## config.mk

```make
export PLATFORM = sky130hd
export DESIGN_NAME = sorted_priority_list
export DESIGN_NICKNAME = d
export VERILOG_FILES = /design/src/rtl/spl_pkg.sv /design/src/rtl/spl_cell.sv /design/src/rtl/sorted_priority_list.sv
export VERILOG_INCLUDE_DIRS = /design/src /design/src/rtl
export SDC_FILE = /design/constraint.sdc
export NUM_CORES = 2
export LEC_CHECK = 0
export BUFFER_PORTS_ARGS = -buffer_cell sky130_fd_sc_hd__buf_2
export CORE_MARGIN = 2
export CORE_UTILIZATION = 45
export DETAILED_ROUTE_END_ITERATION = 16
export PLACE_DENSITY = 0.62
export SETUP_SLACK_MARGIN = 0.3
export SYNTH_ARGS = -nofsm -noshare
export SYNTH_HDL_FRONTEND = slang
export SYNTH_SLANG_ARGS = --single-unit
```

## constraint.sdc

```tcl
create_clock -name clock -period 7 [get_ports clock]
set_input_delay 0.35 -clock clock [delete_from_list [all_inputs] [get_ports clock]]
set_output_delay 0.35 -clock clock [all_outputs]
set_load 0.02 [all_outputs]
```

## src/rtl/sorted_priority_list_defines.svh

```systemverilog
// Assertion macros for the sorted priority list
`ifndef SORTED_PRIORITY_LIST_DEFINES_SVH
`define SORTED_PRIORITY_LIST_DEFINES_SVH

`ifndef SYNTH

// check that an expression holds at every edge out of reset
`define SPL_ASSERT_HOLDS(lbl, clk, rst, expr) \
   lbl: assert property (@(posedge clk) disable iff (rst) (expr)) \
      else $error("sorted priority list: invariant broken");

// check that a condition leads to a consequence on the next edge
`define SPL_ASSERT_NEXT(lbl, clk, rst, ante, cons) \
   lbl: assert property (@(posedge clk) disable iff (rst) (ante) |=> (cons)) \
      else $error("sorted priority list: sequence broken");

`else

`define SPL_ASSERT_HOLDS(lbl, clk, rst, expr)
`define SPL_ASSERT_NEXT(lbl, clk, rst, ante, cons)

`endif

`endif

```

## src/rtl/spl_pkg.sv

```systemverilog
package spl_pkg;

   localparam int unsigned CMD_BITS    = 2;
   localparam int unsigned STATUS_BITS = 2;
   localparam int unsigned COUNT_OUT_BITS = 5;

   typedef enum logic [CMD_BITS-1:0] {
      CMD_INSERT   = 2'd0,
      CMD_POP_HEAD = 2'd1,
      CMD_POP_TAIL = 2'd2,
      CMD_REMOVE   = 2'd3
   } cmd_type;

   typedef enum logic [STATUS_BITS-1:0] {
      ST_OK        = 2'd0,
      ST_EMPTY     = 2'd1,
      ST_FULL      = 2'd2,
      ST_NOT_FOUND = 2'd3
   } status_type;

   // one-cycle update orders broadcast to every cell
   typedef struct packed {
      logic insert;
      logic close_gap;
      logic pop_head;
   } cell_ctrl_type;

endpackage

```

## src/rtl/spl_cell.sv

```systemverilog
module spl_cell
   import spl_pkg::*;
#(
   parameter int unsigned VALUE_BITS = 32,
   parameter int unsigned COUNT_BITS = 5,
   parameter int unsigned IDX        = 0
) (
   input  logic                         clock,
   input  cell_ctrl_type                ctrl,
   input  logic signed [VALUE_BITS-1:0] key,
   input  logic        [COUNT_BITS-1:0] count,
   input  logic                         prev_gt,
   input  logic signed [VALUE_BITS-1:0] prev_value,
   input  logic signed [VALUE_BITS-1:0] next_value,
   output logic signed [VALUE_BITS-1:0] value,
   output logic                         gt,
   output logic                         hit,
   output logic                         tail
);

   localparam logic [COUNT_BITS-1:0] MY_IDX  = COUNT_BITS'(IDX);
   localparam logic [COUNT_BITS-1:0] MY_NEXT = COUNT_BITS'(IDX + 1);

   logic signed [VALUE_BITS-1:0] value_ff;
   logic signed [VALUE_BITS-1:0] value_in;
   logic                         occupied;

   assign occupied = count > MY_IDX;
   assign gt       = occupied && (value_ff > key);
   assign hit      = occupied && !gt && prev_gt && (value_ff == key);
   assign tail     = count == MY_NEXT;
   assign value    = value_ff;

   always_comb begin
      value_in = value_ff;
      if (ctrl.insert && !gt) begin
         value_in = prev_gt ? key : prev_value;
      end else if (ctrl.close_gap && !gt) begin
         value_in = next_value;
      end else if (ctrl.pop_head) begin
         value_in = next_value;
      end
   end

   always_ff @(posedge clock) begin
      value_ff <= value_in;
   end

endmodule

```

## src/rtl/sorted_priority_list.sv

```systemverilog
// Channel  Dir  Handshake             tuser     tdata (lowest bit up)
// req      in   req_tvalid/tready     cmd       value
// rsp      out  rsp_tvalid/tready     status    removed_value, entry_count
//
// One command per cycle; its result appears in the output register in the cycle
// after acceptance. All cells update in that same cycle from their neighbours.
// req_tready is high whenever the output register is empty or being drained.
// Synchronous reset empties the list; cell contents are not cleared.
// A stalled result holds the output register and blocks further commands.
`include "sorted_priority_list_defines.svh"

module sorted_priority_list
   import spl_pkg::*;
#(
   parameter int unsigned DEPTH      = 16,
   parameter int unsigned VALUE_BITS = 32
) (
   input  logic                 clock,
   input  logic                 reset,
   input  logic                 req_tvalid,
   output logic                 req_tready,
   // cmd [1:0]
   input  logic [CMD_BITS-1:0]  req_tuser,
   // value [VALUE_BITS-1:0], zero padding above
   input  logic [((VALUE_BITS+7)/8)*8-1:0] req_tdata,
   output logic                 rsp_tvalid,
   input  logic                 rsp_tready,
   // status [1:0]
   output logic [STATUS_BITS-1:0] rsp_tuser,
   // removed_value [VALUE_BITS-1:0], entry_count [VALUE_BITS+4:VALUE_BITS], zero padding
   output logic [((VALUE_BITS+COUNT_OUT_BITS+7)/8)*8-1:0] rsp_tdata
);

   localparam int unsigned COUNT_BITS = $clog2(DEPTH + 1);
   localparam int unsigned RSP_BITS   = ((VALUE_BITS + COUNT_OUT_BITS + 7) / 8) * 8;
   localparam logic [COUNT_BITS-1:0] FULL_COUNT = COUNT_BITS'(DEPTH);
   localparam logic [COUNT_BITS-1:0] ONE        = COUNT_BITS'(1);

   logic                         accept;
   cmd_type                      cmd;
   logic signed [VALUE_BITS-1:0] key;
   logic                         full;
   logic                         empty;
   logic                         found;
   cell_ctrl_type                ctrl;

   logic signed [VALUE_BITS-1:0] cell_value [DEPTH];
   logic        [DEPTH-1:0]      cell_gt;
   logic        [DEPTH-1:0]      cell_hit;
   logic        [DEPTH-1:0]      cell_tail;
   logic signed [VALUE_BITS-1:0] tail_value;

   logic [COUNT_BITS-1:0]        count_ff;
   logic [COUNT_BITS-1:0]        count_in;
   logic                         rsp_valid_ff;
   logic                         rsp_valid_in;
   status_type                   status_ff;
   status_type                   status_in;
   logic signed [VALUE_BITS-1:0] removed_ff;
   logic signed [VALUE_BITS-1:0] removed_in;
   logic [COUNT_BITS-1:0]        rsp_count_ff;

   assign req_tready = !rsp_valid_ff || rsp_tready;
   assign accept     = req_tvalid && req_tready;
   assign cmd        = cmd_type'(req_tuser);
   assign key        = req_tdata[VALUE_BITS-1:0];
   assign full       = count_ff == FULL_COUNT;
   assign empty      = count_ff == '0;
   assign found      = |cell_hit;

   always_comb begin
      ctrl.insert    = accept && (cmd == CMD_INSERT) && !full;
      ctrl.close_gap = accept && (cmd == CMD_REMOVE) && found;
      ctrl.pop_head  = accept && (cmd == CMD_POP_HEAD) && !empty;
   end

   for (genvar i = 0; i < DEPTH; i++) begin : g_cell
      logic                         prev_gt;
      logic signed [VALUE_BITS-1:0] prev_value;
      logic signed [VALUE_BITS-1:0] next_value;

      if (i == 0) begin : g_head
         assign prev_gt    = 1'b1;
         assign prev_value = key;
      end else begin : g_body
         assign prev_gt    = cell_gt[i-1];
         assign prev_value = cell_value[i-1];
      end

      if (i == DEPTH - 1) begin : g_last
         assign next_value = cell_value[i];
      end else begin : g_inner
         assign next_value = cell_value[i+1];
      end

      spl_cell #(
         .VALUE_BITS (VALUE_BITS),
         .COUNT_BITS (COUNT_BITS),
         .IDX        (i)
      ) u_cell (
         .clock      (clock),
         .ctrl       (ctrl),
         .key        (key),
         .count      (count_ff),
         .prev_gt    (prev_gt),
         .prev_value (prev_value),
         .next_value (next_value),
         .value      (cell_value[i]),
         .gt         (cell_gt[i]),
         .hit        (cell_hit[i]),
         .tail       (cell_tail[i])
      );
   end

   always_comb begin
      tail_value = '0;
      for (int i = 0; i < DEPTH; i++) begin
         tail_value = tail_value | (cell_tail[i] ? cell_value[i] : '0);
      end
   end

   always_comb begin
      status_in  = ST_OK;
      removed_in = '0;
      count_in   = count_ff;
      case (cmd)
         CMD_INSERT: begin
            if (full) begin
               status_in = ST_FULL;
            end else begin
               count_in = count_ff + ONE;
            end
         end
         CMD_POP_HEAD: begin
            if (empty) begin
               status_in = ST_EMPTY;
            end else begin
               removed_in = cell_value[0];
               count_in   = count_ff - ONE;
            end
         end
         CMD_POP_TAIL: begin
            if (empty) begin
               status_in = ST_EMPTY;
            end else begin
               removed_in = tail_value;
               count_in   = count_ff - ONE;
            end
         end
         CMD_REMOVE: begin
            if (empty) begin
               status_in = ST_EMPTY;
            end else if (found) begin
               removed_in = key;
               count_in   = count_ff - ONE;
            end else begin
               status_in = ST_NOT_FOUND;
            end
         end
         default: begin
            status_in = ST_OK;
         end
      endcase
   end

   always_comb begin
      rsp_valid_in = rsp_valid_ff;
      if (accept) begin
         rsp_valid_in = 1'b1;
      end else if (rsp_tready) begin
         rsp_valid_in = 1'b0;
      end
   end

   always_ff @(posedge clock) begin
      if (reset) begin
         count_ff     <= '0;
         rsp_valid_ff <= 1'b0;
      end else begin
         rsp_valid_ff <= rsp_valid_in;
         if (accept) begin
            count_ff <= count_in;
         end
      end
   end

   always_ff @(posedge clock) begin
      if (accept) begin
         status_ff    <= status_in;
         removed_ff   <= removed_in;
         rsp_count_ff <= count_in;
      end
   end

   assign rsp_tvalid = rsp_valid_ff;
   assign rsp_tuser  = status_ff;
   assign rsp_tdata  = RSP_BITS'({COUNT_OUT_BITS'(rsp_count_ff), removed_ff});

   `SPL_ASSERT_HOLDS(a_count_bound, clock, reset, count_ff <= FULL_COUNT)
   `SPL_ASSERT_NEXT(a_insert_grows, clock, reset, ctrl.insert, count_ff == $past(count_ff) + ONE)
   `SPL_ASSERT_HOLDS(a_empty_result, clock, reset, !(rsp_valid_ff && status_ff == ST_EMPTY) || (removed_ff == '0 && rsp_count_ff == '0))
   `SPL_ASSERT_NEXT(a_full_result, clock, reset, accept && cmd == CMD_INSERT && full, status_ff == ST_FULL && rsp_count_ff == FULL_COUNT)

endmodule

```

After elaboration in Yosys (flattened, before gate mapping)

Cells that the tools add are included.

Equality and inequality tests: 35
Add/sub/neg operators: 2
Bitwise logic cells: 15
Muxes and demuxes: 93
Order comparisons: 32
Reduce and logical (&&, ||, !) cells: 141

Operator list:

| operator                                            | number |
|---|---|
| two-way mux 32 bit                                  | 80 |
| equality test 32 bit                                | 16 |
| > comparator 32 bit                                 | 16 |
| bitwise OR 32 bit                                   | 15 |
| logical AND 1 bit                                   | 101 |
| case mux 32 bit (3 select lines)                    | 1 |
| nonzero test 3 bit                                  | 15 |
| equality test 5 x 4 -> 1 bit, second input constant | 8 |
| > comparator 5 x 4 -> 1 bit, second input constant  | 8 |
| equality test 5 x 3 -> 1 bit, second input constant | 4 |
| > comparator 5 x 3 -> 1 bit, second input constant  | 4 |
| two-way mux 5 bit                                   | 4 |
| logical NOT 1 bit                                   | 19 |
| OR reduction 16 bit                                 | 1 |
| case mux 5 bit (3 select lines)                     | 1 |
| equality test 5 x 2 -> 1 bit, second input constant | 2 |
| > comparator 5 x 1 -> 1 bit, second input constant  | 2 |
| > comparator 5 x 2 -> 1 bit, second input constant  | 2 |
| two-way mux 2 bit                                   | 3 |
| case mux 2 bit (3 select lines)                     | 1 |
| adder 5 x 1 -> 5 bit, second input constant         | 1 |
| equality test 5 x 1 -> 1 bit, second input constant | 1 |
| equality test 5 bit, second input constant          | 1 |
| logical NOT 5 bit                                   | 1 |
| 8 further kinds                                     | 11 |

Bits of input ports: 38
Bits in registers: 557
Output and inout port bits: 44
Logic and storage cells: 339

Depth between registers and ports, before layout

Word-level depth: 19
Mapped depth: 16

Modules after synthesis

From an unflattened synthesis, not the netlist that was laid out.

Cell total of the unflattened synthesis: 4,501
Area total of the unflattened synthesis: 50,807.5 µm²

By module, submodules not included:

| module                           | cells each | times used | area each (µm²) |
|---|---|---|---|
| spl_cell at g_cell[0].u_cell ... | 231        | 2          | 2,802.7 |
| sorted_priority_list             | 611        | 1          | 5,280.1 |
| spl_cell at g_cell[8].u_cell     | 358        | 1          | 3,525.9 |
| spl_cell at g_cell[9].u_cell     | 232        | 1          | 2,820.2 |
| spl_cell at g_cell[10].u_cell    | 232        | 1          | 2,811.4 |
| spl_cell at g_cell[6].u_cell     | 238        | 1          | 2,811.4 |
| spl_cell at g_cell[4].u_cell     | 241        | 1          | 2,807.7 |
| spl_cell at g_cell[2].u_cell     | 231        | 1          | 2,806.4 |
| spl_cell at g_cell[12].u_cell    | 233        | 1          | 2,805.2 |
| spl_cell at g_cell[1].u_cell     | 231        | 1          | 2,805.2 |
| spl_cell at g_cell[5].u_cell     | 240        | 1          | 2,803.9 |
| spl_cell at g_cell[11].u_cell    | 231        | 1          | 2,801.4 |
| spl_cell at g_cell[14].u_cell    | 232        | 1          | 2,797.7 |
| spl_cell at g_cell[15].u_cell    | 232        | 1          | 2,796.4 |
| 2 more rows                      | --         | --         | -- |

Worst setup path after synthesis

OpenSTA, ideal clock, no wires.

Kind: input port to flip-flop
Start: input req_tdata[15]
End: register g_cell[0].u_cell.value_ff[0] (enable)
Setup time: 466 ps
Arrival: 5,978 ps
Stages: 14
Setup slack: 556 ps
Cell sequence: clkbuf_1 -> clkinv_1 -> ha_1 -> nand4_2 -> nor3_2 -> a21boi_1 -> or4_4 -> a2111oi_4 -> mux2i_1 -> a311oi_2 -> nand4_2 -> a31oi_2 -> buf_2 -> o21ai_0

Word-level cells in the longest chain between the ends: 10
Elaborated cells between the ends (all ways): 116
Those cells by class: order compare (16); eq/ne (16); reduce/logical (84)

RTL lines:

| item                                    | line                       | text |
|---|---|---|
| start: declaration                      | sorted_priority_list.sv:25 | `input logic [((VALUE_BITS+7)/8)*8-1:0] req_tdata,` |
| > comparator 32 bit                     | spl_cell.sv:29             | `assign gt = occupied && (value_ff > key);` |
| logical AND 1 bit                       | spl_cell.sv:29             |  |
| logical NOT 1 bit                       | spl_cell.sv:30             | `assign hit = occupied && !gt && prev_gt && (value_ff == key);` |
| logical AND 1 bit (3 in series)         | spl_cell.sv:30             |  |
| OR reduction 16 bit                     | sorted_priority_list.sv:69 | `assign found = \|cell_hit;` |
| logical AND 1 bit                       | sorted_priority_list.sv:73 | `ctrl.close_gap = accept && (cmd == CMD_REMOVE) && found;` |
| logical AND 1 bit                       | spl_cell.sv:38             | `end else if (ctrl.close_gap && !gt) begin` |
| nonzero test 3 bit (no source line) (*) | --                         |  |
| end signal: assignment                  | spl_cell.sv:46             | `value_ff <= value_in;` |
| end: declaration                        | spl_cell.sv:24             | `logic signed [VALUE_BITS-1:0] value_ff;` |

Mark *: on every way between the ends. The rest lies on a longest branch, timed or not.
A chain may end at the register's enable or synchronous reset.

Final worst setup path

Start: input req_tdata[10]
End: register g_cell[14].u_cell.value_ff[17] (enable)

Word-level cells in the longest chain between the ends: 10
Elaborated cells between the ends (all ways): 116
Those cells by class: order compare (16); eq/ne (16); reduce/logical (84)

RTL lines:

| item                                        | line |
|---|---|
| > comparator 32 bit                         | spl_cell.sv:29 |
| logical AND 1 bit                           | spl_cell.sv:29 |
| logical NOT 1 bit, on equally long branches | spl_cell.sv:30, spl_cell.sv:36, spl_cell.sv:38 |
| logical AND 1 bit (3 in series)             | spl_cell.sv:30 |
| OR reduction 16 bit                         | sorted_priority_list.sv:69 |
| logical AND 1 bit                           | sorted_priority_list.sv:73 |
| logical AND 1 bit                           | spl_cell.sv:38 |
| nonzero test 3 bit (no source line) (*)     | -- |
| end signal: assignment                      | spl_cell.sv:46 |
| end: declaration                            | spl_cell.sv:24 |

Marked as above.

==> impl_metrics.py <==
metrics = {
    "clock_tree": {
        "clk-insertion-delay-late_ps": 660,
        "htreeDepth": 3,
        "cts_sinks": 557,
        "cts_inserted_buffers": 70,
        "cts_resized": 0,
        "clockBufferDepth": 3,
        "cts_hold_buf": 3,
        "cts-root-buf": "clkbuf_16",
        "cts_tree": "built",
        "clk_pin_slew_ps": 60,
        "cts_setup_buffers": 0,
    },
    "synthesis": {
        "synth_top_cell_by_area": "edfxtp_1",
        "synth_edf_count": 551,
        "ys_types": 85,
        "yosys_warnings": 0,
        "synth_top_area_share_pct": 39.1,
        "synth_flop_cell": "edfxtp_1",
        "synth_seq_cells": 557,
        "synthCells": 4589,
        "async_flop_share_pct": 0,
        "syn_area_um2": 42300,
        "syn_avg_cell_area_um2": 9.23,
        "yosys-top-cells-area": "edfxtp_1 39%, ha_1 15%, a21oi_1 7.2%",
        "yosysSeqAreaShare_pct": 39.4,
    },
    "layout": {
        "drive_gt1_share_pct": 9.51,
        "final_cell_mix": "604 x a21oi_1, 554 x nand2_1, 551 x edfxtp_1",
        "final_common_cell": "a21oi_1",
        "seqCellArea_um2": 16700,
        "areaGrowthSynthToFinish_pct": 11.7,
        "fillers": 8662,
        "multi_input_area_um2": 24700,
        "layout.nets": 5179,
    },
    "power": {
        "p_leak_uw": 0.0184,
        "p_sw_uw": 3720,
        "p_sw_share_pct": 34.7,
        "comb_power_share_pct": 25.2,
        "clkPwrFrac_pct": 34.3,
        "power.density_nw_per_um2": 227,
        "p_int_uw": 6990,
        "pwr-share-seq_pct": 40.5,
        "ir_drop_uv": 211,
    },
    "detailed_routing": {
        "wirelength_um": 202000,
        "drt_iter0_drc": 8166,
        "wl_per_cell_um": 34.1,
        "drc": 0,
        "firstDrtPassIters": 17,
        "ant_nets": 0,
        "vias": 41300,
        "via_per_inst": 6.98,
    },
    "worst_setup_path": {
        "critPathMaxFanout": 63,
        "crit_type": "input pin to flip-flop",
        "cp_slowest_cell": "nor4_1",
        "worstReg2RegEnd": "removed_ff[8]",
        "cp-endpoint": "g_cell[14].u_cell.value[17]",
        "critPathLaunch": "req_tdata[10]",
        "r2r_start": "count_ff[1]",
        "reg2regPathDepth": 15,
        "start_kind": "input pin",
        "critical_path_depth": 14,
        "max_stage_delay_ps": 1170,
        "cp_cell_sequence": "buf_2 > clkinv_1 > ha_1 > nand4_1 > nor4_1 > a21bo_2 > nand3_1 > a2111oi_0 > xor2_1 > nand3b_1 > buf_4 > inv_1 > o21ai_4 > buf_12",
        "cp.arrival_ps": 6120,
        "r2r_slack_ps": 1500,
        "crit_path_end_kind": "flip-flop",
        "crit_family": "buffers and inverters",
        "cp.buffers_inverters": 5,
        "required_ps": 7320,
    },
    "min_path": {
        "holdCritPathClass": "input pin to flip-flop",
    },
    "timing": {
        "final.period_utilization_pct": 82.7,
        "finalSetupViolCount": 0,
        "hold_viol": 0,
        "tightest_slew_ps": 1360,
        "finClkSkew_ps": 31.3,
        "timing.final.ws_setup_ps": 1210,
        "max_freq_ghz": 0.173,
        "fin_setup_tns_ps": 0,
        "rsz0062_at_grt": "false",
        "relSlewSlack_pct": 8.51,
        "post-route-min-period_ps": 5790,
        "drv_slew": 0,
    },
    "die": {
        "die_h_um": 311,
        "die_w_um": 311,
        "ios": 82,
        "core_um2": 93300,
        "die-area_um2": 96500,
        "initial_core_util_pct": 45.4,
        "fp-row-count": 112,
    },
    "global_route": {
        "antenna_found_initial": 12,
        "grt_first_pass_wirelength_um": 281000,
        "grt_max_degree": 65,
        "grtUsageTotal_pct": 40.4,
        "grt-ovfl-total": 0,
        "grt_pass1_vias": 37300,
    },
    "outcome": {
        "outcome": "finished, final reports clean",
    },
    "place": {
        "gp_routability_congestion": 1.06,
        "port_buffers": 78,
        "place_ws_ps": 892,
        "hpwl_um": 142000,
    },
    "job": {
        "max-cap-violations": 0,
    },
}
[worst min-delay path by stage]
stage                  from                        end  slack (ps)  cells past startpoint
4_1_cts        req_tdata[8]  g_cell[0].u_cell.value[8]         140                      2
3_5_place_dp     rsp_tvalid                 rsp_tvalid         540                      2
5_1_grt        req_tdata[8]  g_cell[0].u_cell.value[8]         180                      2
6_report       req_tdata[8]  g_cell[0].u_cell.value[8]         170                      2
3_3_place_gp     rsp_tvalid                 rsp_tvalid         520                      2
2_1_floorplan         reset                count_ff[0]         420                      1
[cells in the mapped netlist (all sizes together) (40+ instances only)]
cell	number
nand2	561
clkbuf	254
a21oi	605
mux2i	208
a222oi	64
o21ai	471
nand4	95
nor2	442
edfxtp	551
nand3	88
a21o	41
a22oi	144
inv	40
ha	523
[cell families (layout without fill, tap and decap cells)]
| logic type | count (synthesis) | count (layout) | share of synthesized area (%) |
|---|---|---|---|
| buffers and inverters | 360 | 429 | 3.33 |
| AO/OA/AOI/OAI | 1515 | 1515 | 21.2 |
| XOR/XNOR | 13 | 13 | 0.269 |
| AND/OR/NAND/NOR | 1376 | 1376 | 14.5 |
| flip-flops | 557 | 557 | 39.4 |
| adder cells (fa/ha/maj) | 523 | 523 | 15.5 |
| other | 1 | 9 | 0.00886 |
| multiplexers | 244 | 244 | 5.88 |
[registers in the layout, indices dropped and copies added (netlist names)]
register             count
g_cell.u_cell.value    512
rsp_tvalid               1
rsp_count_ff             5
count_ff                 5
rsp_tuser                2
removed_ff              32
[area by class of cell]
cell class                 instances  share of cell area [%]
sequential                       557                    35.3
tap                             1254                    3.32
multi-input combinational       3674                    52.2
clock buffer                      88                    3.98
clock inverter                    26                   0.622
antenna                            6                  0.0318
timing repair buffer             244                    3.98
inverter                          71                   0.564
[power by group through the flow]
stage | Combinational, µW | Clock [µW] | Sequential (µW)
CTS | 2570 | 3690 | 4320
finish | 2700 | 3680 | 4340
detailed placement | 2560 | 0 | 4380
global route | 2860 | 3790 | 4340
global placement | 2520 | 0 | 4390
floorplan | 1580 | 0 | 4240
[per-stage QoR]
step	cell area (µm²)	hold slack (ps)	utilization, %	power, µW	std cells
3_3_place_gp	45000	521	48.3	6910	5797
2_1_floorplan	42300	419	-	5820	4591
5_1_grt	47300	179	50.6	11000	5916
4_1_cts	47300	143	50.6	10600	5914
3_5_place_dp	45000	536	48.3	6940	5797
6_report	47300	170	50.6	10700	5920
[routing by layer]
metal	global-route usage [%]	share of wire, %	up-vias
li1	-	-	17500
met1	56.0	38	19600
met2	56.1	40	3507
met3	14.6	17	646
met4	17.9	5.3	12
met5	0.0494	0.039	-
Power figures use the tool's default switching activity.
